**src/rtl/core/ecpm_pkg.sv**
```systemverilog
package ecpm_pkg;

    localparam int DATA_W  = 64;
    localparam int SHIFT_W = 5;
    localparam int LANES   = 4;

    // Step counter is wide enough for the 64 divide steps.
    localparam int CNT_W = 6;

    localparam int NS_PER_S_W = 30;
    localparam logic [NS_PER_S_W-1:0] NS_PER_S = 30'd1000000000;
    localparam int MW_PER_W_W = 10;
    localparam logic [MW_PER_W_W-1:0] MW_PER_W = 10'd1000;

    localparam logic [SHIFT_W-1:0] SHIFT_RESET = 5'd14;

    // Lane order in the power vector.
    localparam int LANE_CORE     = 0;
    localparam int LANE_GRAPHICS = 1;
    localparam int LANE_MEMORY   = 2;
    localparam int LANE_PACKAGE  = 3;

    typedef logic [DATA_W-1:0] t_word;
    typedef logic [LANES-1:0][DATA_W-1:0] t_power_vec;

    typedef struct packed {
        logic [DATA_W-1:0] core_energy;
        logic [DATA_W-1:0] graphics_energy;
        logic [DATA_W-1:0] memory_energy;
        logic [DATA_W-1:0] package_energy;
        logic [DATA_W-1:0] sample_time_ns;
    } t_req;

    typedef struct packed {
        logic [DATA_W-1:0] core_power_mw;
        logic [DATA_W-1:0] graphics_power_mw;
        logic [DATA_W-1:0] memory_power_mw;
        logic [DATA_W-1:0] package_power_mw;
        logic              fresh;
    } t_rsp;

    typedef struct packed {
        logic load;
        logic fresh;
    } t_merge_ctrl;

endpackage

```
**src/rtl/core/ecpm_lane.sv**
```systemverilog
module ecpm_lane (
    input  logic                         i_clk,
    input  logic                         i_rst_n,
    input  logic                         i_start,
    input  ecpm_pkg::t_word              i_delta,
    input  ecpm_pkg::t_word              i_dt,
    input  logic [ecpm_pkg::SHIFT_W-1:0] i_shift,
    output logic                         o_busy,
    output ecpm_pkg::t_word              o_power
);
    import ecpm_pkg::*;

    typedef enum logic [2:0] {
        L_IDLE,
        L_MUL_NS,
        L_SHIFT,
        L_MUL_MW,
        L_DIV_SET,
        L_DIV
    } t_lane_state;

    t_lane_state       r_state;
    logic [CNT_W-1:0]  r_cnt;
    t_word             r_acc;
    t_word             r_mcand;
    t_word             r_dt;
    t_word             r_rem;
    t_word             r_q;

    logic [DATA_W:0]   rem_sh;
    logic [DATA_W:0]   rem_diff;
    logic              rem_ge;

    // One restoring divide step: bring in the next dividend bit, subtract if it fits.
    assign rem_sh   = {r_rem, r_q[DATA_W-1]};
    assign rem_diff = rem_sh - {1'b0, r_dt};
    assign rem_ge   = ~rem_diff[DATA_W];

    always_ff @(posedge i_clk) begin
        if (!i_rst_n) begin
            r_state <= L_IDLE;
            r_cnt   <= '0;
        end else begin
            case (r_state)
                L_IDLE: begin
                    if (i_start) begin
                        r_state <= L_MUL_NS;
                        r_cnt   <= '0;
                        r_acc   <= '0;
                        r_mcand <= i_delta;
                        r_dt    <= i_dt;
                    end
                end
                L_MUL_NS: begin
                    if (NS_PER_S[r_cnt[4:0]]) begin
                        r_acc <= r_acc + r_mcand;
                    end
                    r_mcand <= {r_mcand[DATA_W-2:0], 1'b0};
                    r_cnt   <= r_cnt + 1'b1;
                    if (r_cnt == CNT_W'(NS_PER_S_W - 1)) begin
                        r_state <= L_SHIFT;
                    end
                end
                L_SHIFT: begin
                    r_mcand <= r_acc >> i_shift;
                    r_acc   <= '0;
                    r_cnt   <= '0;
                    r_state <= L_MUL_MW;
                end
                L_MUL_MW: begin
                    if (MW_PER_W[r_cnt[3:0]]) begin
                        r_acc <= r_acc + r_mcand;
                    end
                    r_mcand <= {r_mcand[DATA_W-2:0], 1'b0};
                    r_cnt   <= r_cnt + 1'b1;
                    if (r_cnt == CNT_W'(MW_PER_W_W - 1)) begin
                        r_state <= L_DIV_SET;
                    end
                end
                L_DIV_SET: begin
                    r_q     <= r_acc;
                    r_rem   <= '0;
                    r_cnt   <= '0;
                    r_state <= L_DIV;
                end
                L_DIV: begin
                    r_rem <= rem_ge ? rem_diff[DATA_W-1:0] : rem_sh[DATA_W-1:0];
                    r_q   <= {r_q[DATA_W-2:0], rem_ge};
                    r_cnt <= r_cnt + 1'b1;
                    if (r_cnt == CNT_W'(DATA_W - 1)) begin
                        r_state <= L_IDLE;
                    end
                end
                default: begin
                    r_state <= L_IDLE;
                end
            endcase
        end
    end

    assign o_busy  = (r_state != L_IDLE);
    assign o_power = r_q;

endmodule

```
**config.mk**
```make
export PLATFORM = sky130hd
export DESIGN_NAME = ecpm_lane
export DESIGN_NICKNAME = d
export VERILOG_FILES = /design/src/rtl/core/ecpm_pkg.sv /design/src/rtl/core/ecpm_lane.sv
export SDC_FILE = /design/constraint.sdc
export NUM_CORES = 1
export LEC_CHECK = 0
export ABC_AREA = 1
export BUFFER_PORTS_ARGS = -buffer_cell sky130_fd_sc_hd__buf_2
export CORE_MARGIN = 8
export CORE_UTILIZATION = 55
export CTS_CLUSTER_DIAMETER = 40
export DETAILED_ROUTE_END_ITERATION = 8
export MAX_ROUTING_LAYER = met4
export PLACE_DENSITY_LB_ADDON = 0.15
export SLEW_MARGIN = 20
export SYNTH_ARGS = -nofsm -noshare
export SYNTH_HDL_FRONTEND = slang
export SYNTH_SLANG_ARGS = --single-unit
```
**constraint.sdc**
```tcl
create_clock -name i_clk -period 8.8 [get_ports i_clk]
set_input_delay 1.76 -clock i_clk [delete_from_list [all_inputs] [get_ports i_clk]]
set_output_delay 1.76 -clock i_clk [all_outputs]
set_load 0.05 [all_outputs]
```
== Yosys cells after proc, flatten, opt, wreduce, memory -nomap -nowiden ==
Memory sizes are Yosys's and may differ from the RTL's. A register that Yosys moved wholly into a read port is not among the register bits.
Cells that the tools add are included.

* Logic and storage cells: 67
* Memory bits (writable): 0
* Flip-flop bits (word level): 329
* Latch bits: 0
* Memory bits (read-only): 48
* Memories: 2

{| class="wikitable"
|+ Memory list
! name !! depth !! width !! rd ports !! clocked after Yosys merged registers in !! write ports !! line !! RTL
|-
| (name not given) || 32 || 1 || 1 || 1 || 0 || ecpm_lane.sv:55 || <nowiki>if (NS_PER_S[r_cnt[4:0]]) begin</nowiki>
|-
| (name not given) || 16 || 1 || 1 || 1 || 0 || ecpm_lane.sv:71 || <nowiki>if (MW_PER_W[r_cnt[3:0]]) begin</nowiki>
|}

* Reductions and logical operators: 15
* Multipliers: 0
* Bitwise gates (word level): 1
* Div/mod/pow operators: 0
* Add/subtract/negate cells: 3
* Shifts and indexed selects: 1
* Order comparisons: 2
* Eq/ne operators: 14
* Muxes and demuxes: 22

{| class="wikitable"
|+ Operators by type and width
! cell !! count
|-
| $mux W64 || 5
|-
| $pmux W64 S2 || 2
|-
| $pmux W64 S4 || 1
|-
| $pmux W64 S3 || 1
|-
| $sub A65 B64 Y65 || 1
|-
| $add A64 B64 Y64 || 1
|-
| $shr A64 B5 Y64 || 1
|-
| $pmux W3 S6 || 1
|-
| $pmux W6 S3 || 1
|-
| $mux W3 || 4
|-
| $ne A2 B2 Y1 const B || 6
|-
| $mux W5 || 2
|-
| $reduce_bool A3 Y1 || 3
|-
| $mux W4 || 2
|-
| $add A6 B1 Y6 const B || 1
|-
| $eq A3 B2 Y1 const B || 2
|-
| $eq A3 B3 Y1 const B || 2
|-
| $eq A6 B4 Y1 const B || 1
|-
| $eq A6 B5 Y1 const B || 1
|-
| $eq A6 B6 Y1 const B || 1
|-
| $lt A5 B6 Y1 const B || 1
|-
| $mux W6 || 1
|-
| $reduce_and A3 Y1 || 2
|-
| $lt A4 B5 Y1 const B || 1
|-
| 11 further kinds || 14
|}

== Depth between registers and ports, before layout ==
Gate-level depths: netlist of the first run.

* Depth after elaboration: 6
* Depth in mapped cells: 20

== Least setup slack after synthesis of the first run ==
No wires, ideal clock.

* Path type: input to register
* From: input i_rst_n
* To: register r_q[0], in the netlist o_power[0], enable pin
* Buffers on the path: 0
* Data required time: 8.184 ns
* Library setup time: 0.616 ns
* Arrival time: 7.196 ns
* Cell stages on the path: 2
* Setup slack: 0.987 ns
* Cell sequence: inv_1 > nor2_1

* Cells in the longest elaborated chain, start to end: 1

{| class="wikitable"
|+ RTL lines
! item !! line !! RTL
|-
| from (decl) || ecpm_lane.sv:3 || <nowiki>input logic i_rst_n,</nowiki>
|-
| $reduce_and A2 Y1 (no line) || -- ||
|-
| to (signal assigned) || ecpm_lane.sv:81 || <nowiki>r_q <= r_acc;</nowiki>
|-
| to (signal assigned) || ecpm_lane.sv:88 || <nowiki>r_q <= {r_q[DATA_W-2:0], rem_ge};</nowiki>
|-
| to (decl) || ecpm_lane.sv:28 || <nowiki>t_word r_q;</nowiki>
|}

Every way passes these cells.
A chain may end at the register's enable or synchronous reset.

== Worst setup path in the final report of the first run ==
* From: input i_shift[0] in the netlist's numbering
* To: register r_mcand[20] (data pin)

* Cells in the longest elaborated chain, start to end: 2

{| class="wikitable"
|+ RTL lines
! item !! line !! RTL
|-
| from (decl) || ecpm_lane.sv:7 || <nowiki>input logic [ecpm_pkg::SHIFT_W-1:0] i_shift,</nowiki>
|-
| $shr A64 B5 Y64 || ecpm_lane.sv:65 || <nowiki>r_mcand <= r_acc >> i_shift;</nowiki>
|-
| $pmux W64 S3 || ecpm_lane.sv:44 || <nowiki>case (r_state)</nowiki>
|-
| to (signal assigned) || ecpm_lane.sv:50 || <nowiki>r_mcand <= i_delta;</nowiki>
|-
| to (signal assigned) || ecpm_lane.sv:65 ||
|-
| to (signal assigned) || ecpm_lane.sv:74 || <nowiki>r_mcand <= {r_mcand[DATA_W-2:0], 1'b0};</nowiki>
|-
| to (decl) || ecpm_lane.sv:25 || <nowiki>t_word r_mcand;</nowiki>
|}

Every way passes these cells.

==> results.cfg, run 1 <==
[worst_setup_path]
critPathArrivalTime_ns = 4.04
end_kind = flop
cp_cell_sequence = buf_4 > o21ai_0 > or2_2 > o21ai_0 > mux2i_1 > nand2_1 > o21ai_0 > nand2_1 > nand3_1
path_max_fanout = 124
critPathMaxStageDelay_ns = 0.70
crit_path_frequent_cell = o21ai_0
slowest_stage = buf_4
worstSetupPathType = in2reg
worstSetupStartpointType = primary input
critical_path_required_ns = 9.15

[global_routing]
grt_pass1_wl_um = 153800
grt.total_usage = 0.3603
grt.overflow.total = 0
grt_antenna_before_repair = 1
grt_max_degree = 186
grt_pass1_vias = 27010

[synthesis]
async_flop_share = 0
ys_seq_area_frac = 0.3558
syn_inst = 4157
ys_seq_elements = 331
synth_nets = 4427
syn_area_per_cell_um2 = 6.646
synth_area_um2 = 27630
yosys_warnings = 0
synth_ff_type = edfxtp_1
synth-edff-count = 320
yosysUniqueCellTypes = 54

[drt]
dr_total_vias = 28060
drcViolationCount = 0
routed_via_density = 5.562
wl_per_cell_um = 20.44
wirelength_um = 103100
ant_nets = 0
drt_pass1_iterations = 9
drt_iter0_drc = 2810

[finish]
finalInstanceArea_um2 = 31190
stdcell_count = 5045
nets = 4593
drive_above_1_share = 0.08646
area_growth_pct = 12.91
utilization = 0.6256

[pwr]
swShare = 0.4528
p_clk_frac = 0.276
power_mw = 8.607
combPwrFrac = 0.435
p_int_mw = 4.710
p_seq_frac = 0.288
p_per_area_nw_per_um2 = 275.9
power.switching_mw = 3.897
p_leak_nw = 15.06
irDropWorstVdd_uv = 224.3

[clocking]
clk_path_buf_depth = 3
cts_root_buf = clkbuf_16
cts_tree = yes
cts_sinks = 331
cts_resized = 0
post-cts-setup-buffers = 0
clkLatencyLatePin_ns = 0.62
holdBufCountCts = 0
cts_buffers = 59
clk_pin_slew_ns = 0.06
h-tree-depth = 2

[placement]
dp_cells = 4934
port_buffers = 200
globalplace.congestion = 1.007
dpl.hpwl_um = 82380
placed_area_um2 = 29140

[floorplan]
design.die.area_um2 = 57660
die_w_um = 240.1
die_h_um = 240.1
core_um2 = 49860
rows = 82
pin_count = 201
start_util = 0.5541

[timing]
rsz0062_at_grt = no
hold_viol_final = 0
fmaxAchievable_mhz = 270.6
period_minus_slack_ns = 3.695
setup_viol = 0
clock_skew_ns = 0.02373
slew_violations = 0
post-route-period-util = 0.4199
worst_pin_slew_ns = 1.053
tns_ns = 0
maxSlewHeadroom = 0.2981

[run]
cap_violations = 0

[status]
outcome = finished clean

[min_path]
hp-class = reg2reg
-- cell type report --
cell class              instances  area (um2)
multi-input cells            3023       14740
inverters                     693        2604
clock buffers                  68        1553
fillers                      4743       18670
repair buffers                215        1129
flip-flops and latches        331        9829
diodes                          1       2.502
well taps                     672       840.8
clock inverters                42       500.5
-- metrics by stage --
stage	hold slack [ns]	setup slack [ns]
6_report	0.5511	5.105
5_1_grt	0.5721	4.867
4_1_cts	0.5485	5.169
3_5_place_dp	0.5351	4.502
3_3_place_gp	0.5271	4.540
2_1_floorplan	0.5103	0.9873
-- metal layers --
layer | GRT usage | routed length (um)
met5 | - | 0
met2 | 0.6064 | 49360
met3 | 0.06246 | 9090
met1 | 0.4127 | 38540
met4 | 0.1803 | 6107
-- kinds of logic after synthesis --
family                   after synthesis  share of synthesized area
AO/OA/AOI/OAI                        628                     0.1265
XOR/XNOR                              33                    0.01046
adder cells (fa/ha/maj)              134                    0.06123
buffers and inverters                803                     0.1124
flip-flops                           331                     0.3558
multiplexers                          50                    0.01812
AND/OR/NAND/NOR                     2178                     0.3155
-- Yosys cell counts, types with 11 or more instances --
master	count	area, um2
inv_2	12	45.04
nand3_1	164	820.8
nand3b_1	18	135.1
xor2_1	31	271.5
clkbuf_1	72	270.3
buf_1	14	52.55
o21ai_0	297	1486
buf_2	12	60.06
inv_1	678	2545
o211ai_1	17	127.6
mux2i_1	50	500.5
ha_1	132	1652
nor3_1	28	140.1
or2_2	16	100.1
dfxtp_1	11	220.2
a31oi_1	12	75.07
a22oi_1	57	427.9
a21oi_1	188	940.9
nor2_1	457	1715
edfxtp_1	320	9609
nand2_1	1438	5398
nand4_1	21	131.4
o21bai_1	25	187.7
-- cells in the final DEF, fill, tap and decap left out, types with 5 or more instances in the layout --
master,n
xor2_1,31
nor2_2,6
edfxtp_1,320
buf_4,15
nand2_1,1437
ha_1,132
a21oi_1,188
nand3b_1,18
nand3_1,164
a21boi_0,6
o21bai_1,25
clkinv_1,5
or2_2,16
dfxtp_1,11
inv_8,11
inv_2,13
inv_1,676
a31oi_1,12
nor2_1,453
mux2i_1,50
clkbuf_1,7
o21a_1,6
clkinv_2,5
clkbuf_16,61
nor3_1,26
o21ai_0,297
bufinv_16,5
nor4_1,5
o211ai_1,17
inv_6,10
a22oi_1,57
nand4_1,21
nor2_4,8
buf_2,199
nand2_2,8
-- power by group through the flow --
stage | registers, mW | clock network, mW | logic (mW)
2_1_floorplan | 2.35 | 0 | 2.52
3_3_place_gp | 2.47 | 0 | 3.61
3_5_place_dp | 2.47 | 0 | 3.65
4_1_cts | 2.44 | 2.38 | 3.66
5_1_grt | 2.48 | 2.46 | 4.14
6_report | 2.48 | 2.38 | 3.75
-- state kept, by name (all words and copies together) (netlist names), named ones only --
register  cells
r_mcand      64
r_rem        64
r_acc        64
r_dt         64
o_power      64
r_state       3
r_cnt         6
-- path summary, 6_finish.rpt --
check / from / to / depth (start not counted) / slack (ns)
hold reg to reg: o_power[14] / o_power[15] / 2 / 0.55
setup / recovery: i_shift[0] / r_mcand[20] / 9 / 5.10
setup reg to reg: o_power[63] / r_rem[48] / 19 / 5.21
hold / removal: o_power[14] / o_power[15] / 2 / 0.55
-- worst max-delay path: cells and delay by family --
kind	cells	cell delay, ns
multiplexers	1	0.15
buffers and inverters	1	0.70
AO/OA/AOI/OAI	3	0.73
AND/OR/NAND/NOR	4	0.66
Power figures use the tool's default switching activity.
==> inputs of run 2 (changes only) <==
- ABC_AREA: 1 -> 0
- clock period: 8.8 -> 3.8 ns (I/O delays scaled with it)
==> run 2 against run 1 <==
Net effect:
- final cell count decreased by 31%
- sequential share of layout area grew 2.9 points
- die area fell by 13%
- register-to-register slack worse by 5.1 ns
- synthesized area fell by 14%
- combinational power shrank 36%
==> results.cfg, run 2 <==
[drt]
drt_iter0_drc = 2273
ant_nets = 0
dr_total_vias = 21840
drt_pass1_iterations = 6
routed_via_density = 6.258
wl_per_cell_um = 22.31
drcViolationCount = 0
wirelength_um = 77830

[timing]
whs_ns = 0.3131
period_minus_slack_ns = 3.659
worst_pin_slew_ns = 0.9620
fmaxAchievable_mhz = 273.3
post-route-period-util = 0.9630
tns_ns = 0
setup_viol = 0
hold_viol_final = 0
clock_skew_ns = 0.02142
maxSlewHeadroom = 0.3587
slew_violations = 0

[finish]
nets = 3120
layout_common_cells = nand2_1 (481), edfxtp_1 (320), a21oi_1 (220), buf_2 (199), nor2_1 (177)
mostFrequentLayoutCell = nand2_1
drive_above_1_share = 0.1985
area_growth_pct = 20.01

[global_routing]
grt_max_degree = 129
grt_antenna_before_repair = 2
grt_pass1_wl_um = 119600
grt.overflow.total = 0
grt_pass1_vias = 21290
grt.total_usage = 0.3087

[pwr]
power_mw = 12.39
irDropWorstVdd_uv = 581.4
p_per_area_nw_per_um2 = 433.5
p_leak_nw = 11.75

[worst_setup_path]
cp_top_family = compound AO/OA/AOI/OAI gates
cp_cell_sequence = inv_1 > ha_1 > fa_1 > nand2b_4 > a21o_1 > a21o_4 > a211oi_4 > a21oi_4 > o41ai_4 > buf_6 > a211oi_4 > buf_4 > xnor2_4 > buf_4 > clkbuf_16 > nand3_1 > a21oi_1
worstSetupStartpointType = flop
critPathMaxStageDelay_ns = 0.40
end_kind = flop
critical_path_required_ns = 4.25
critPathBufInv = 5
critPathArrivalTime_ns = 4.11
path_max_fanout = 13
worstSetupPathType = reg2reg
slowest_stage = fa_1

[clocking]
cts_tree = yes
clk_path_buf_depth = 3
cts_sinks = 331
cts_root_buf = clkbuf_16
clk_pin_slew_ns = 0.06
clkLatencyLatePin_ns = 0.62
h-tree-depth = 2
cts_buffers = 60

[synthesis]
syn_area_per_cell_um2 = 9.243
syn_inst = 2578
synth_nets = 2848
synth_area_leaders = edfxtp_1 (40%), nand2_1 (7.6%), ha_1 (6.9%)
synth_area_um2 = 23830
synth-edff-count = 320
yosysTopAreaCellShare = 0.4033
yosys.area.top_type = edfxtp_1
ys_seq_elements = 331
yosys_warnings = 0
synth.most_common_cell = nand2_1
synth_ff_type = edfxtp_1
async_flop_share = 0
synth_common_cells = nand2_1 (481), edfxtp_1 (320), a21oi_1 (220)
ys_seq_area_frac = 0.4125
yosysUniqueCellTypes = 77

[placement]
globalplace.congestion = 1.019
dpl.hpwl_um = 57800
port_buffers = 200

[min_path]
hp-class = in2reg

[status]
outcome = finished clean

[floorplan]
die_w_um = 224.1
start_util = 0.5556
design.die.area_um2 = 50240
rows = 76
core_um2 = 42890
pin_count = 201
die_h_um = 224.1

[run]
cap_violations = 0
[run 2: cell families after synthesis]
logic type / Yosys count / synth area share
and+or+nand+nor: 897 / 0.1634
DFF: 331 / 0.4125
AOI/OAI and AO/OA: 738 / 0.2002
muxes: 116 / 0.07194
adders and majority gates: 134 / 0.07099
xor gates and xnor gates: 108 / 0.04001
buffers and inverters: 254 / 0.04096
[run 2: worst paths after layout]
path                             startpoint        to  slack (ns)  cells past startpoint
worst max-delay path            o_power[63]  r_rem[6]        0.14                     17
worst min-delay path               i_dt[13]  r_dt[13]        0.31                      1
worst min register to register     r_cnt[5]  r_cnt[5]        0.52                      2
worst max register to register  o_power[63]  r_rem[6]        0.14                     17
[run 2: final cells by class]
cell class / instances / area (um2)
sequential: 331 / 9829
multi-input combinational: 1993 / 13150
fill: 3559 / 14290
clock buffer: 66 / 1567
timing repair buffer: 367 / 2371
clock inverter: 48 / 575.6
tap: 585 / 732.0
inverter: 97 / 364.1
antenna: 2 / 5.005
[run 2: worst reg2reg max path, stage by stage, from the launching register on]
cell and delay [ns]:
edfxtp_1 0.34, inv_1 0.05, ha_1 0.21, fa_1 0.40
nand2b_4 0.17, a21o_1 0.19, a21o_4 0.23, a211oi_4 0.32
a21oi_4 0.13, o41ai_4 0.23, buf_6 0.16, a211oi_4 0.06
buf_4 0.17, xnor2_4 0.22, buf_4 0.17, clkbuf_16 0.19
nand3_1 0.09, a21oi_1 0.17
[run 2: metrics by stage]
step | util | instances | cell area [um2] | worst slack, ns
5_1_grt | 0.6668 | 3489 | 28590 | -0.02336
2_1_floorplan | - | 2578 | 23850 | 0.08759
4_1_cts | 0.6627 | 3477 | 28420 | 0.09055
3_3_place_gp | 0.6127 | 3363 | 26280 | 0.1999
6_report | 0.6668 | 3489 | 28590 | 0.1406
3_5_place_dp | 0.6127 | 3363 | 26280 | 0.1140
[run 2: metal layers]
layer / GRT usage / share of wire / vias up / wire length [um]
met2: 0.5027 / 0.48 / 970 / 37290
met3: 0.04721 / 0.070 / 215 / 5454
met4: 0.1368 / 0.049 / 0 / 3806
met1: 0.3788 / 0.40 / 10510 / 31280
li1: - / - / 10140 / -
met5: - / 0 / - / 0
[run 2: timing repair]
item,4_1_cts,5_1_grt
gates resized for setup,0,10
buffers inserted,0,8
hold buffers,0,0
setup endpoints to repair,0,31
[run 2: where the power goes]
part	leakage [nW]	internal [mW]	switching, mW
Clock	1.02	3.58	2.11
Sequential	2.95	4.18	0.118
Combinational	7.79	0.984	1.42
