==> config.mk <==
export PLATFORM = sky130hd
export DESIGN_NAME = ecpm_merge
export DESIGN_NICKNAME = d
export VERILOG_FILES = /design/src/rtl/core/ecpm_pkg.sv /design/src/rtl/core/ecpm_merge.sv
export SDC_FILE = /design/constraint.sdc
export NUM_CORES = 1
export LEC_CHECK = 0
export ABC_AREA = 1
export BUFFER_PORTS_ARGS = -buffer_cell sky130_fd_sc_hd__buf_2
export CAP_MARGIN = 20
export CORE_MARGIN = 3
export CORE_UTILIZATION = 45
export DETAILED_ROUTE_END_ITERATION = 8
export PLACE_DENSITY = 0.64
export SYNTH_ARGS = -nofsm -noshare
export SYNTH_HDL_FRONTEND = slang
export SYNTH_SLANG_ARGS = --single-unit
export TNS_END_PERCENT = 10
==> constraint.sdc <==
create_clock -name i_clk -period 14 [get_ports i_clk]
set_clock_uncertainty 0.05 [all_clocks]
set_input_delay 1.4 -clock i_clk [delete_from_list [all_inputs] [get_ports i_clk]]
set_output_delay 1.4 -clock i_clk [all_outputs]
set_load 0.03 [all_outputs]
==> src/rtl/core/ecpm_pkg.sv <==
package ecpm_pkg;

    localparam int DATA_W  = 64;
    localparam int SHIFT_W = 5;
    localparam int LANES   = 4;

    // Step counter is wide enough for the 64 divide steps.
    localparam int CNT_W = 6;

    localparam int NS_PER_S_W = 30;
    localparam logic [NS_PER_S_W-1:0] NS_PER_S = 30'd1000000000;
    localparam int MW_PER_W_W = 10;
    localparam logic [MW_PER_W_W-1:0] MW_PER_W = 10'd1000;

    localparam logic [SHIFT_W-1:0] SHIFT_RESET = 5'd14;

    // Lane order in the power vector.
    localparam int LANE_CORE     = 0;
    localparam int LANE_GRAPHICS = 1;
    localparam int LANE_MEMORY   = 2;
    localparam int LANE_PACKAGE  = 3;

    typedef logic [DATA_W-1:0] t_word;
    typedef logic [LANES-1:0][DATA_W-1:0] t_power_vec;

    typedef struct packed {
        logic [DATA_W-1:0] core_energy;
        logic [DATA_W-1:0] graphics_energy;
        logic [DATA_W-1:0] memory_energy;
        logic [DATA_W-1:0] package_energy;
        logic [DATA_W-1:0] sample_time_ns;
    } t_req;

    typedef struct packed {
        logic [DATA_W-1:0] core_power_mw;
        logic [DATA_W-1:0] graphics_power_mw;
        logic [DATA_W-1:0] memory_power_mw;
        logic [DATA_W-1:0] package_power_mw;
        logic              fresh;
    } t_rsp;

    typedef struct packed {
        logic load;
        logic fresh;
    } t_merge_ctrl;

endpackage

==> src/rtl/core/ecpm_merge.sv <==
module ecpm_merge (
    input  logic                  i_clk,
    input  logic                  i_rst_n,
    input  ecpm_pkg::t_merge_ctrl i_ctrl,
    input  ecpm_pkg::t_power_vec  i_lane_power,
    input  logic                  i_rsp_ready,
    output logic                  o_free,
    output logic                  o_rsp_valid,
    output ecpm_pkg::t_rsp        o_rsp
);
    import ecpm_pkg::*;

    t_power_vec r_held;
    t_power_vec n_held;
    logic       r_valid;
    t_rsp       r_rsp;

    assign n_held = i_ctrl.fresh ? i_lane_power : r_held;
    assign o_free = ~r_valid | i_rsp_ready;

    always_ff @(posedge i_clk) begin
        if (!i_rst_n) begin
            r_valid <= 1'b0;
            r_held  <= '0;
        end else begin
            if (i_ctrl.load) begin
                r_valid                 <= 1'b1;
                r_held                  <= n_held;
                r_rsp.core_power_mw     <= n_held[LANE_CORE];
                r_rsp.graphics_power_mw <= n_held[LANE_GRAPHICS];
                r_rsp.memory_power_mw   <= n_held[LANE_MEMORY];
                r_rsp.package_power_mw  <= n_held[LANE_PACKAGE];
                r_rsp.fresh             <= i_ctrl.fresh;
            end else if (i_rsp_ready) begin
                r_valid <= 1'b0;
            end
        end
    end

    assign o_rsp_valid = r_valid;
    assign o_rsp       = r_rsp;

endmodule

# Word level (Yosys, flattened, before mapping)
# Cells that the tools add are included.
[classes]
multipliers = 0
mux = 3
reduce_logical = 2
n_shift = 0
n_eq_ne = 0
div = 0
n_lt_le_gt_ge = 0
addsub = 0
n_bitwise = 2
[ops]
columns = ["operator", "count"]
rows = [
  ["two-way mux 256 bit", 1],
  ["two-way mux 1 bit", 2],
  ["AND reduction 2 bit", 1],
  ["nonzero test 2 bit", 1],
  ["NOT 1 bit", 1],
  ["bitwise OR 1 bit", 1],
]
[word_totals]
ramBits = 0
memories = 0
elab_cells = 17
ff_bits = 514
inputBits = 261
romBits = 0
latchBits = 0

# Logic depth before layout (Yosys ltp)
# Gate-level depths: netlist of run 1.
[logic_depth]
word_depth = 2
ltp_mapped = 8
ltp_nobuf = 5

# Worst setup path after synthesis of run 1
# Ideal clock, no wire load.
[synth_path]
path_kind = "input-to-reg"
start = "in i_ctrl[1] (netlist name)"
end = "reg r_rsp, in the netlist o_rsp[0], enable pin"
setup_slack_ps = 6427
arrival_ps = 6915
setup_time_ps = 609
n_path_buf = 3
path_stages = 5
path_cell_list = "buf_4 -> buf_4 -> buf_2 -> nand2_1 -> inv_1"
[synth_between]
elab_chain_cells = 1
[synth_rtl]
columns = ["element", "line_no", "text"]
rows = [
  ["from (decl)", "ecpm_merge.sv:4", "input ecpm_pkg::t_merge_ctrl i_ctrl,"],
  ["AND reduction 2 bit (no line)", "-", ""],
  ["to (decl)", "ecpm_merge.sv:16", "t_rsp r_rsp;"],
]
# Every way passes these cells.
# A chain may end at the register's enable or synchronous reset.

# Final worst setup path of run 1
[layout_path]
start = "in i_ctrl[1] (netlist name)"
end = "reg r_rsp, in the netlist o_rsp[113], enable pin"
# The elaborated chain is that of the path after synthesis.

==> results of run 1 <==
-- metal layers --
metal / track usage [%] / vias up / routed length [um]
met5: 0 / - / 44
met4: 8.26 / 8 / 2010
met3: 4.41 / 122 / 4100
met2: 37.0 / 607 / 29100
met1: 27.9 / 8620 / 25000
li1: - / 9229 / -
-- sequential cells by signal, indices dropped and copies added, names as in the netlist --
| signal | cells |
|---|---|
| o_rsp | 257 |
| o_rsp_valid | 1 |
| r_held | 256 |
-- worst reg2reg max path: cells and delay by family, from the launching register on --
kind / cells / cell delay [ns]
AND/OR/NAND/NOR: 1 / 0.28
flip-flops: 1 / 0.46
AO/OA/AOI/OAI: 1 / 0.24
-- report_power, final --
group | switching (W) | internal [W] | leakage, nW
logic | 0.000299 | 0.000142 | 8.66
clock network | 0.000592 | 0.000884 | 0.908
registers | 0.0000488 | 0.00168 | 4.59
-- stage by stage --
stage                     util, %  total power (W)  std cells  hold slack [ns]
final                        54.4          0.00365       3871            0.485
after global placement       50.5          0.00219       3762            0.471
after detailed placement     50.5          0.00221       3762            0.481
after CTS                    54.3          0.00369       3864            0.482
after global routing         54.4          0.00381       3868            0.514
after floorplan                 -          0.00209       2711            0.464
-- cells by family (layout without fill, tap and decap cells) --
| kind of cell | after synthesis | in the layout | share of synthesized area [%] |
|---|---|---|---|
| other cells | 0 | 6 | 0 |
| compound gates | 1 | 1 | 0.0220 |
| flops | 514 | 514 | 56.7 |
| buf+inv | 402 | 892 | 10.1 |
| simple gates | 1794 | 1794 | 33.2 |
-- cells in the final DEF (no fill, tap or decap), types with 17 or more instances in the layout --
cell type  Yosys  layout
inv_1        258     257
nand2_1      836     836
dfxtp_1      257     257
clkbuf_16      0      57
clkbuf_1       4      17
edfxtp_1     257     257
nand3_1      256     256
buf_2         55     517
clkbuf_8       0      17
nand2_2      190     190
nor2_1       512     512
-- worst min path at each step --
stage	from	endpoint	slack (ns)	cells past startpoint
floorplan	r_held[58]$_SDFFE_PN0P_	o_rsp[251]$_DFFE_PP_	0.46	2
global placement	r_held[214]$_SDFFE_PN0P_	o_rsp[23]$_DFFE_PP_	0.47	2
detailed placement	r_held[187]$_SDFFE_PN0P_	o_rsp[124]$_DFFE_PP_	0.48	2
CTS	r_held[187]$_SDFFE_PN0P_	o_rsp[124]$_DFFE_PP_	0.48	2
global route	r_held[76]$_SDFFE_PN0P_	o_rsp[141]$_DFFE_PP_	0.51	2
finish	r_held[187]$_SDFFE_PN0P_	o_rsp[124]$_DFFE_PP_	0.48	2
-- Yosys cell counts (3+ instances only) --
library cell  number  area [sq um]
nor2_1           512          1920
nand2_1          836          3140
buf_6             32           360
buf_2             55           275
dfxtp_1          257          5140
edfxtp_1         257          7720
nand2_2          190          1190
clkbuf_1           4          15.0
inv_1            258           968
buf_4             26           195
clkbuf_4           3          22.5
nand3_1          256          1280
buf_12            21           420
-- cell type report --
cell class	count	area, sq um
timing repair buffer	530	2740
fill	4542	22500
clock inverter	12	135
multi-input combinational	1795	7530
clock buffer	90	1710
antenna	6	15.0
tap	664	831
sequential	514	12900
inverter	260	1000
==> metrics.yaml, run 1 <==
status: "finished clean"
r2r_setup_slack_ns: 12.89
dp_hpwl_um: 39200
worstPathMaxFanout: 113
synth_enable_flop_cells: 257
grt_overflow: 0
first_pass_iters: 5
syn_inst: 2711
timing.rr.start: "o_rsp_valid$_SDFFE_PN0P_"
critPathArrivalTime_ns: 3.92
r2r-end: "o_rsp_valid$_SDFFE_PN0P_"
cts_setup_buffers: 0
start_util_pct: 46.0
worstSetupPathType: "in2reg"
cpMaxStageDelayCell: "buf_4"
hold_path_class: "reg2reg"
endpoint: "o_rsp[113]$_DFFE_PP_"
clkTransAtPathRegs_ns: 0.06
cp_cell_sequence: "buf_8 > nand2_1 > inv_8 > buf_4"
seq_area_frac_synth_pct: 56.7
antenna_found_initial: 11
area_growth_pct: 18.3
fin_nets: 3417
fmax_mhz: 265
dieArea_sq_mm: 0.0531
timing.setup.tns_ns: 0
yosysWarnings: 0
leakage_nw: 14.2
wl_per_cell_um: 15.6
htree_levels: 2
drc: 0
cpPeakStageDelay_ns: 0.88
routed-via-count: 18600
cts_buffers: 55
yosysUniqueCellTypes: 17
numPortBuffers: 519
fin_crit_sh_pct: 27.0
critPathLaunchType: "input pin"
io_pins: 520
powerDensity_mw_per_mm2: 136
antenna_left: 0
finalHoldViolations: 0
cts_hold_buf: 0
wl_um: 60200
grt_max_degree: 210
setup_viol: 0
drv_slew: 0
finalWorstPathRequiredPeriod_ns: 3.78
synth_flop_cell: "edfxtp_1"
first_global_vias: 17800
slew_headroom_pct: 16.1
core_area_sq_mm: 0.0494
synth-seq-cells: 514
die_w_um: 231
design_area_sq_mm: 0.0268
timing.final.ws_setup_ns: 10.22
ctsLongestPathBuffers: 3
cts_resized: 0
drive_gt1_share_pct: 25.1
grt_util_all_layers_pct: 21.9
critical_path_depth: 4
tightest_slew_ns: 1.26
grt_pass1_wl_um: 93400
clock-root-buffer: "clkbuf_16"
drtIter0Drc: 1248
die_h_um: 231
r2r_cells: 2
placed_cell_area_sq_mm: 0.0249
required_ns: 14.14
cap_viol_max_count: 0
path_delay_family: "buffers and inverters"
crit_start: "i_ctrl[1]"
cts_tree: "built"
path_buf_inv: 3
rsz0062_at_grt: "false"
crit_path_end_kind: "register"
clkLatencyLatePin_ns: 0.59
place_congestion: 0.811
syn_area_sq_mm: 0.0227
syn_nets: 2972
ir_worst_vdd_uv: 97.3
synthArstFlopShare_pct: 0
via_per_inst: 4.80
rows: 81
avgSynthCellArea_sq_um: 8.37
cts.sinks: 514
pre_cts_slack_ns: 9.63
(Power assumes the default switching activity.)
==> run 2: changes to the inputs <==
--- a/config.mk
+++ b/config.mk
@@ -5,13 +5,13 @@
 export SDC_FILE = /design/constraint.sdc
 export NUM_CORES = 1
 export LEC_CHECK = 0
-export ABC_AREA = 1
+export ABC_AREA = 0
 export BUFFER_PORTS_ARGS = -buffer_cell sky130_fd_sc_hd__buf_2
 export CAP_MARGIN = 20
 export CORE_MARGIN = 3
 export CORE_UTILIZATION = 45
 export DETAILED_ROUTE_END_ITERATION = 8
-export PLACE_DENSITY = 0.64
+export PLACE_DENSITY = 0.68
 export SYNTH_ARGS = -nofsm -noshare
 export SYNTH_HDL_FRONTEND = slang
 export SYNTH_SLANG_ARGS = --single-unit
==> constraint.sdc (replaced) <==
create_clock -name i_clk -period 3.4 [get_ports i_clk]
set_clock_uncertainty 0.05 [all_clocks]
set_input_delay 0.34 -clock i_clk [delete_from_list [all_inputs] [get_ports i_clk]]
set_output_delay 0.34 -clock i_clk [all_outputs]
set_load 0.03 [all_outputs]
==> metrics.yaml, run 2 <==
status: "finished clean"
tightest_slew_ns: 1.07
cp_cell_sequence: "dlygate4sd3_1 > buf_2 > nand2b_1 > buf_2"
timing.setup.tns_ns: 0
place_congestion: 0.785
yosysUniqueCellTypes: 18
final_cell_mix: "buf_2, edfxtp_1, dfxtp_1"
leakage_nw: 11.0
fin_nets: 2662
synthArstFlopShare_pct: 0
placed_cell_area_sq_mm: 0.0238
clkLatencyLatePin_ns: 0.59
numPortBuffers: 519
antenna_found_initial: 11
setup_viol: 0
synth_enable_flop_cells: 257
start_util_pct: 46.1
drv_slew: 0
syn_area_sq_mm: 0.0212
final_common_cell: "buf_2"
crit_path_end_kind: "output pin"
path_common_cell: "buf_2"
htree_levels: 2
syn_inst: 1714
via_per_inst: 5.44
finalWorstPathRequiredPeriod_ns: 1.70
ctsLongestPathBuffers: 3
first_pass_iters: 6
dp_hpwl_um: 36500
cap_viol_max_count: 0
path_buf_inv: 3
grt_max_degree: 205
cts.sinks: 514
worstPathMaxFanout: 2
ir_worst_vdd_uv: 411
drc: 0
antenna_left: 0
fillCellCount: 3500
largest_reg_flops: 257
yosysWarnings: 0
path_delay_family: "buffers and inverters"
worstSetupPathType: "in2out"
rsz0062_at_grt: "false"
routed-via-count: 16600
synth_top_area_cell: "edfxtp_1"
first_global_vias: 16700
grt_overflow: 0
synth_flop_cell: "edfxtp_1"
pre_cts_slack_ns: 1.17
critPathLaunchType: "input pin"
area_growth_pct: 33.1
avgSynthCellArea_sq_um: 12.4
die_w_um: 223
cts_buffers: 54
timing.final.ws_setup_ns: 1.70
die_h_um: 223
critPathArrivalTime_ns: 1.31
wl_per_cell_um: 19.6
io_pins: 520
clkTransAtPathRegs_ns: 0.06
clock-root-buffer: "clkbuf_16"
required_ns: 3.01
design_area_sq_mm: 0.0282
netlist_top_cells_area: "edfxtp_1, dfxtp_1, mux2_2, nand4_1, nand2_1"
cts_tree: "built"
grt_util_all_layers_pct: 22.9
core_area_sq_mm: 0.0460
synth-seq-cells: 514
hold_path_class: "in2reg"
cpMaxStageDelayCell: "dlygate4sd3_1"
dieArea_sq_mm: 0.0497
drtIter0Drc: 1410
slew_headroom_pct: 28.5
fmax_mhz: 587
seq_area_frac_synth_pct: 60.7
drive_gt1_share_pct: 40.5
fin_crit_sh_pct: 50.1
cpPeakStageDelay_ns: 0.54
synthTopCellsByCount: "dfxtp_1, edfxtp_1, mux2_2, nand2_1, nand4_1"
rows: 78
powerDensity_mw_per_mm2: 531
wl_um: 59800
synth_top_area_share_pct: 36.4
finalHoldViolations: 0
syn_nets: 1975
whs_ns: 0.0282
grt_pass1_wl_um: 92600
run 2: cell count changes after synthesis, sizes merged, moves of 256 or more:
| cell | before | now |
|---|---|---|
| nor2 | 512 | 0 |
| nand3 | 256 | 0 |
| inv | 260 | 1 |
| nand4 | 0 | 256 |
| mux2 | 0 | 256 |
| nand2 | 1026 | 256 |
run 2: final cells by class:
cell class,instances,area (sq um),area share [%]
tap,600,751,2.66
antenna,8,20.0,0.0710
timing repair buffer,802,5560,19.7
multi-input combinational,1028,7130,25.3
inverter,1,3.75,0.0133
clock buffer,69,1510,5.36
sequential,514,12900,45.6
clock inverter,32,373,1.32
run 2: path summary, 6_finish.rpt:
check                                              from                       end  slack [ns]  cells past startpoint
worst max-delay path                        i_rsp_ready                    o_free        1.70                      4
worst min-delay path                  i_lane_power[239]  r_held[239]$_SDFFE_PN0P_        0.03                      3
worst max register to register  r_held[56]$_SDFFE_PN0P_      o_rsp[249]$_DFFE_PP_        2.47                      1
worst min register to register  r_held[46]$_SDFFE_PN0P_   r_held[46]$_SDFFE_PN0P_        0.39                      2
run 2: cell families (layout without fill, tap and decap cells):
group / after synthesis / after routing / synth area share, %
AO/OA/AOI/OAI: 257 / 257 / 7.85
buffers and inverters: 172 / 904 / 5.66
flip-flops: 514 / 514 / 60.7
multiplexers: 256 / 256 / 13.6
other: 0 / 8 / 0
AND/OR/NAND/NOR: 515 / 515 / 12.2
run 2: per-stage QoR:
step | util (%) | cells | power, W
floorplan | - | 1714 | 0.00817
global placement | 51.7 | 2691 | 0.00861
detailed placement | 51.7 | 2691 | 0.00866
CTS | 61.3 | 3046 | 0.0151
global route | 61.4 | 3053 | 0.0155
finish | 61.4 | 3054 | 0.0150
run 2: power breakdown:
group / internal (W) / switching (W) / leakage (nW)
clock network: 0.00375 / 0.00245 / 0.927
registers: 0.00686 / 0.000125 / 4.56
logic: 0.000745 / 0.00106 / 5.56
total: 0.0114 / 0.00364 / 11.0
run 2: layer usage:
| layer | global-route usage [%] | wire, um | vias to the layer above | part of all wire (%) |
|---|---|---|---|---|
| met3 | 6.28 | 4640 | 147 | 7.8 |
| met4 | 9.02 | 2240 | 6 | 3.7 |
| met1 | 28.3 | 23400 | 8041 | 39 |
| met2 | 38.2 | 29500 | 646 | 49 |
| li1 | - | - | 7778 | - |
| met5 | 0 | 41 | - | 0.069 |
run 2: tightest hold or removal path, cell delays in order:
cell	delay, ns
buf_2	0.13
nand4_1	0.09
o21ai_1	0.07
run 2: what timing repair did:
action | in CTS | in global routing
endpoints found under the hold margin | 405 | 0
hold buffers | 254 | 0
setup buffers | 0 | 0
gates resized for setup | 0 | 0
==> run 3: changes to the inputs <==
--- a/config.mk
+++ b/config.mk
@@ -11,7 +11,7 @@
 export CORE_MARGIN = 3
 export CORE_UTILIZATION = 45
 export DETAILED_ROUTE_END_ITERATION = 8
-export PLACE_DENSITY = 0.68
+export PLACE_DENSITY = 0.65
 export SYNTH_ARGS = -nofsm -noshare
 export SYNTH_HDL_FRONTEND = slang
 export SYNTH_SLANG_ARGS = --single-unit
==> constraint.sdc (replaced) <==
create_clock -name i_clk -period 1.7 [get_ports i_clk]
set_clock_uncertainty 0.05 [all_clocks]
set_input_delay 0.17 -clock i_clk [delete_from_list [all_inputs] [get_ports i_clk]]
set_output_delay 0.17 -clock i_clk [all_outputs]
set_load 0.03 [all_outputs]
==> metrics.yaml, run 3 (synthesized netlist as in run 2, its figures left out) <==
cts_tree: "built"
fmax_mhz: 598
grt_overflow: 0
die_h_um: 223
slew_headroom_pct: 53.9
cts.sinks: 514
wl_um: 60600
finalHoldViolations: 0
setup_viol: 0
finalWorstPathRequiredPeriod_ns: 1.67
tightest_slew_ns: 0.692
power_w: 0.0298
leakage_nw: 11.4
ctsLongestPathBuffers: 3
cap_viol_max_count: 0
io_pins: 520
drtIter0Drc: 1069
clkLatencyLatePin_ns: 0.59
drc: 0
critPathLaunchType: "input pin"
clkTransAtPathRegs_ns: 0.06
ir_worst_vdd_uv: 908
start_util_pct: 46.1
whs_ns: 0.0775
wl_per_cell_um: 19.5
powerDensity_mw_per_mm2: 1030
worstPathMaxFanout: 17
cts_setup_buffers: 0
cpMaxStageDelayCell: "dlygate4sd3_1"
via_per_inst: 5.42
fin_nets: 2719
dieArea_sq_mm: 0.0497
antenna_left: 0
antenna_found_initial: 4
whs_path_depth: 4
rows: 78
die_w_um: 223
seqCellArea_sq_mm: 0.0129
first_pass_iters: 5
worstSetupPathType: "in2reg"
core_area_sq_mm: 0.0460
drive_gt1_share_pct: 40.9
place_congestion: 0.794
cpPeakStageDelay_ns: 0.57
grt_util_all_layers_pct: 23.4
htree_levels: 2
required_ns: 2.17
final_common_cell: "buf_2"
design_area_sq_mm: 0.0289
hold_path_class: "in2reg"
area_growth_pct: 36.2
placed_cell_area_sq_mm: 0.0243
dp_hpwl_um: 38200
final_cell_mix: "buf_2, dlygate4sd3_1, edfxtp_1, dfxtp_1"
fin_crit_sh_pct: 98.3
multi_input_area_sq_mm: 0.00713
cp_cell_sequence: "dlygate4sd3_1 > buf_8 > buf_4 > nand4_1 > dlymetal6s4s_1 > o21ai_1 > dlygate4sd3_1"
r2r_cells: 3
drv_slew: 0
routed-via-count: 16800
fillCellCount: 3471
cts_buffers: 53
first_global_vias: 17400
path_common_cell: "dlygate4sd3_1"
numPortBuffers: 519
clock-root-buffer: "clkbuf_16"
rsz0062_at_grt: "false"
status: "finished clean"
timing.setup.tns_ns: 0
grt_max_degree: 152
crit_path_end_kind: "register"
grt_pass1_wl_um: 94800
critPathArrivalTime_ns: 2.14
largest_reg_flops: 257
[run 3: path summary, 6_finish.rpt]
| kind | start | to | slack (ns) |
|---|---|---|---|
| worst max-delay path | i_rst_n | r_held[128]$_SDFFE_PN0P_ | 0.03 |
| worst min register to register | r_held[216]$_SDFFE_PN0P_ | r_held[216]$_SDFFE_PN0P_ | 0.40 |
| worst min-delay path | i_ctrl[0] | r_held[45]$_SDFFE_PN0P_ | 0.08 |
| worst max register to register | r_held[191]$_SDFFE_PN0P_ | r_held[191]$_SDFFE_PN0P_ | 0.49 |
[run 3: where the power goes]
group | leakage, nW | internal [W] | total (W) | switching (W)
combinational | 5.92 | 0.00163 | 0.00380 | 0.00217
sequential | 4.56 | 0.0137 | 0.0140 | 0.000258
clock | 0.889 | 0.00723 | 0.0120 | 0.00479
[run 3: critical path: cells and delay by family]
family | cells | cell delay (ns)
AO/OA/AOI/OAI | 1 | 0.07
buffers and inverters | 5 | 1.78
AND/OR/NAND/NOR | 1 | 0.10
[run 3: routing by layer]
metal  track usage [%]  share of wire (%)  vias to the layer above
li1                  -                  -                     7854
met1              28.7                 39                     8147
met2              39.3                 49                      696
met3              6.32                7.9                      147
met4              9.43                3.9                        0
met5                 0                  0                        -
[run 3: repair_timing]
item	CTS	global route
resized for setup	0	6
endpoints found under the hold margin	514	1
setup endpoints to repair	0	6
hold buffers	275	1
[run 3: final cells by class]
cell class                 instances  share of cell area (%)
sequential                       514                    44.6
multi-input combinational       1028                    24.7
timing repair buffer             860                    21.8
clock buffer                      73                    5.21
tap                              600                    2.60
clock inverter                    26                    1.05
antenna                            4                  0.0347
inverter                           1                  0.0130
[run 3: stage by stage]
step / setup slack (ns) / util (%) / std cells
finish: 0.0285 / 62.8 / 3106
detailed placement: 0.156 / 52.8 / 2728
floorplan: -1.10 / - / 1714
global placement: 0.199 / 52.8 / 2728
global route: 0.00223 / 62.8 / 3105
CTS: 0.0358 / 62.7 / 3102
